$ cat config.mk
export PLATFORM = sky130hd
export DESIGN_NAME = ncsd_ctrl
export DESIGN_NICKNAME = d
export VERILOG_FILES = /design/src/ncsd_pkg.sv /design/src/ncsd_ctrl.sv
export SDC_FILE = /design/constraint.sdc
export NUM_CORES = 1
export LEC_CHECK = 0
export BUFFER_PORTS_ARGS = -buffer_cell sky130_fd_sc_hd__buf_2
export CORE_MARGIN = 2
export CORE_UTILIZATION = 30
export DETAILED_ROUTE_END_ITERATION = 16
export PLACE_DENSITY_LB_ADDON = 0.2
export SYNTH_ARGS = -nofsm -noshare
export SYNTH_HDL_FRONTEND = slang
export SYNTH_SLANG_ARGS = --single-unit
$ cat constraint.sdc
create_clock -name clk -period 1.9 [get_ports clk]
set_clock_uncertainty 0.2 [all_clocks]
set_input_delay 0.285 -clock clk [delete_from_list [all_inputs] [get_ports clk]]
set_output_delay 0.285 -clock clk [all_outputs]
set_load 0.005 [all_outputs]
$ cat src/ncsd_pkg.sv
// shared widths, codes and controller/datapath handshake types
`timescale 1ns / 1ps
package ncsd_pkg;

	localparam int FEATURE_W  = 12;
	localparam int CLUSTER_W  = 4;
	localparam int VALUE_W    = 16;
	localparam int SCORE_W    = 40;
	localparam int TIE_W      = 5;
	localparam int NCLUS_W    = 5;
	localparam int NFEAT_W    = 13;
	localparam int CFG_DATA_W = 13;
	localparam int PROD_W     = 2 * VALUE_W;

	localparam int DEF_MAX_CLUSTERS = 16;
	localparam int DEF_MAX_FEATURES = 4096;

	localparam logic [NCLUS_W-1:0] NCLUS_RESET = NCLUS_W'(16);
	localparam logic [NFEAT_W-1:0] NFEAT_RESET = NFEAT_W'(4096);

	localparam logic [SCORE_W-1:0] SCORE_MAX = {1'b0, {(SCORE_W-1){1'b1}}};
	localparam logic [SCORE_W-1:0] SCORE_MIN = {1'b1, {(SCORE_W-1){1'b0}}};
	localparam logic [TIE_W-1:0]   TIE_SAT   = {TIE_W{1'b1}};

	localparam logic ACTION_LOAD    = 1'b0;
	localparam logic ACTION_FEATURE = 1'b1;

	typedef enum logic [0:0] {
		CFG_NUM_CLUSTERS = 1'b0,
		CFG_NUM_FEATURES = 1'b1
	} cfg_idx_t;

	typedef struct packed {
		logic accept;
		logic mac_issue;
		logic scan_issue;
		logic emit;
	} ncsd_cmd_t;

	typedef struct packed {
		logic in_feature;
		logic in_counted;
		logic in_last;
		logic idx_end;
		logic busy;
		logic out_free;
	} ncsd_status_t;

endpackage

$ cat src/ncsd_ctrl.sv
// sequencer: per-cluster issue loop for scoring and for the argmax scan
`timescale 1ns / 1ps
module ncsd_ctrl #(
	parameter int MAX_CLUSTERS = ncsd_pkg::DEF_MAX_CLUSTERS
) (
	input  logic                            clk,
	input  logic                            arst_n,
	input  logic                            item_valid,
	output logic                            item_ready,
	output ncsd_pkg::ncsd_cmd_t             cmd,
	output logic [$clog2(MAX_CLUSTERS)-1:0] idx,
	input  ncsd_pkg::ncsd_status_t          st
);
	import ncsd_pkg::*;

	localparam int CW = $clog2(MAX_CLUSTERS);

	typedef enum logic [2:0] {
		S_IDLE,
		S_MAC,
		S_MAC_DRAIN,
		S_SCAN,
		S_SCAN_DRAIN,
		S_EMIT
	} state_t;

	state_t        state_q;
	logic [CW-1:0] idx_q;
	logic          last_q;

	always_ff @(posedge clk or negedge arst_n) begin
		if (!arst_n) begin
			state_q <= S_IDLE;
			idx_q   <= '0;
			last_q  <= 1'b0;
		end else begin
			case (state_q)
				S_IDLE: begin
					if (item_valid && st.in_feature) begin
						last_q <= st.in_last;
						idx_q  <= '0;
						if (st.in_counted)
							state_q <= S_MAC;
						else if (st.in_last)
							state_q <= S_SCAN;
					end
				end
				S_MAC: begin
					if (st.idx_end) begin
						idx_q   <= '0;
						state_q <= S_MAC_DRAIN;
					end else begin
						idx_q <= idx_q + CW'(1);
					end
				end
				S_MAC_DRAIN: begin
					if (!st.busy)
						state_q <= last_q ? S_SCAN : S_IDLE;
				end
				S_SCAN: begin
					if (st.idx_end)
						state_q <= S_SCAN_DRAIN;
					else
						idx_q <= idx_q + CW'(1);
				end
				S_SCAN_DRAIN: begin
					if (!st.busy)
						state_q <= S_EMIT;
				end
				S_EMIT: begin
					if (st.out_free)
						state_q <= S_IDLE;
				end
				default: state_q <= S_IDLE;
			endcase
		end
	end

	assign item_ready = (state_q == S_IDLE);
	assign idx        = idx_q;

	always_comb begin
		cmd.accept     = item_valid && (state_q == S_IDLE);
		cmd.mac_issue  = (state_q == S_MAC);
		cmd.scan_issue = (state_q == S_SCAN);
		cmd.emit       = (state_q == S_EMIT) && st.out_free;
	end

endmodule

==> results.cfg <==
[sta]
worst_pin_slew_ps = 387.2
rsz0062_at_grt = no
finalHoldViolCount = 0
post-route-min-period_ps = 1755
max_freq_mhz = 569.7
final_max_slew_viol_count = 0
setup_tns_ps = 0
finalCritPeriodShare_pct = 92.38
setup_viol = 0
maxSlewHeadroom_pct = 74.19
hold_ws_ps = 34.08

[grt]
grt_pass1_vias = 466
antenna_found_initial = 0
overflow = 0
grtUsageTotal_pct = 13.92
grt_pass1_wl_um = 2056
grt_max_degree = 15

[die]
die_x_um = 45.50
core-area_mm2 = 0.001559
dieArea_mm2 = 0.002070
top_level_ports = 18
rows = 14
start_util_pct = 33.15
dieHeight_um = 45.50

[clock_tree]
clock_path_buffers = 2
root_buffer = clkbuf_4
cts.sinks = 8
clk-insertion-delay-late_ps = 250
post-cts-setup-buffer-count = 0
numCtsBuffers = 3
cts-htree-levels = 1
cts_tree = yes
path_clk_slew_ps = 50

[worst_hold_path]
min_from = st[4]
worstHoldPathType = primary input to register
hold_path_end = state_q[1]$_DFFE_PN0P_
min_delay_path_depth = 2

[pwr]
p_leak_nw = 0.3303
p_per_area_mw_per_mm2 = 1435
peakVddDrop_mv = 0.7049

[place]
dp.cells = 84
globalplace.congestion = 0.6661
port_buffers = 17
hpwl_um = 923.1

[routing]
drtIter0Drc = 4
finalWirelength_um = 1182
wl_per_cell_um = 13.43
viasPerCell = 5.716
via_count = 503
drc = 0
firstDrtPassIters = 4
ant_nets = 0

[worst_setup_path]
cp.buffers_inverters = 1
path_max_fanout = 14
r2r-end = state_q[1]$_DFFE_PN0P_
worstPathRequired_ps = 1410
ff2ff_path_depth = 3
crit_path_end_kind = output pin
r2r_start = state_q[1]$_DFFE_PN0P_
rrSetupSlack_ps = 160
crit_type = register to output pin
worst-path-stages = 3
start_kind = register
worstPathCellList = nor3_2 -> and2_1 -> buf_2
max_stage_delay_ps = 510
crit_family = flip-flops
critPathSlowestCell = dfrtp_1
worstPathArrival_ps = 1270

[synth]
syn_area_per_cell_um2 = 9.937
seq_area_frac_synth_pct = 38.74
synth_top_family_by_area = compound AO/OA/AOI/OAI gates
synth_adder_area_share_pct = 2.421
synthFlopType = dfrtp_1
synthTopCellsByArea = dfrtp_1, nand2b_1, mux2_2
synth_top_area_share_pct = 38.74
synthMostInstantiatedCell = dfrtp_1
yosys.area.top_type = dfrtp_1
postSynth.asyncResetShare_pct = 100.0
ys_ff_latch = 8
syn-num-nets = 62
synthSimpleGateAreaFrac_pct = 24.70
synth-compound-area-share_pct = 26.15
synth_edf_count = 0
synth_warnings = 0
ys_types = 33
synth_area_um2 = 516.7
synth_xor_area_share_pct = 0
synth_commonest_cells = dfrtp_1, nand2b_1, a21oi_1
synth.mux.area_fraction_pct = 4.358
synthCells = 52

[final_layout]
n_antenna_cell = 0
nets = 84
instances_no_fill = 88
syn_to_final_growth_pct = 27.60
drive_gt1_share_pct = 34.72
finish.utilization_pct = 42.30

[outcome]
outcome = finished, final reports clean

[job]
cap_violations = 0
[what timing repair did]
action / in CTS / in global routing
endpoints found under the hold margin: 8 / 0
setup endpoints to repair: 0 / 1
gates resized for setup: 0 / 1
hold buffers: 1 / 0
[kinds of logic after synthesis]
| logic type | after synthesis |
|---|---|
| buffers and inverters | 4 |
| adders and majority gates | 1 |
| muxes | 2 |
| AOI/OAI and AO/OA | 18 |
| and+or+nand+nor | 19 |
| DFF | 8 |
[where the power goes]
| part | total [mW] | internal, mW | switching (mW) | leakage, nW |
|---|---|---|---|---|
| combinational | 0.469 | 0.255 | 0.214 | 0.212 |
| sequential | 0.351 | 0.238 | 0.113 | 0.104 |
| clock | 0.127 | 0.0720 | 0.0545 | 0.0138 |
| total | 0.946 | 0.565 | 0.381 | 0.330 |
[cell type report]
type	instances	area (um^2)
fill	150	899.6
multi-input combinational	40	302.8
sequential	8	200.2
timing repair buffer	20	110.1
clock buffer	3	22.52
tap	16	20.02
inverter	1	3.754
[flip-flops by register name (all words and copies together) (netlist names)]
name / flops
last_q: 1
state_q: 3
idx: 4
[per-layer routing]
metal  vias to the layer above  part of all wire, %  track usage, %
li1                        248                    -               -
met1                       240                   47           17.60
met2                        15                   47           21.69
met3                         0                  5.9           7.143
met4                         0                    0           1.765
met5                         -                    0               0
[metrics by stage]
stage                     power, mW  cell area, um^2  setup WS, ps
after global routing          1.046            659.4         31.63
after detailed placement     0.8110            621.8         156.7
after floorplan              0.6461            516.7         374.6
after global placement       0.8110            621.8         171.7
final                        0.9460            659.4         144.8
after CTS                    0.9443            654.4         45.38
[worst max-delay path by stage]
| stage | start | endpoint | slack, ps |
|---|---|---|---|
| global route | state_q[1]$_DFFE_PN0P_ | state_q[1]$_DFFE_PN0P_ | 30 |
| CTS | state_q[1]$_DFFE_PN0P_ | cmd[3] | 50 |
| floorplan | state_q[2]$_DFFE_PN0P_ | idx[2]$_DFFE_PN0P_ | 370 |
| global placement | state_q[1]$_DFFE_PN0P_ | state_q[1]$_DFFE_PN0P_ | 170 |
| finish | state_q[1]$_DFFE_PN0P_ | cmd[3] | 140 |
| detailed placement | state_q[1]$_DFFE_PN0P_ | state_q[1]$_DFFE_PN0P_ | 160 |
[layout by cell type (no fill, tap or decap), drive strengths merged, types with 2 or more instances in the layout]
cell     n
buf     19
dfrtp    8
nand2b   5
a21oi    4
clkbuf   3
nand3    2
mux2     2
a211o    2
[worst register-to-register path, delay by kind of cell (launching register included)]
family	cells	cell delay [ps]
compound gates	2	480
flops	1	510
simple gates	1	430
Power figures use the tool's default switching activity.
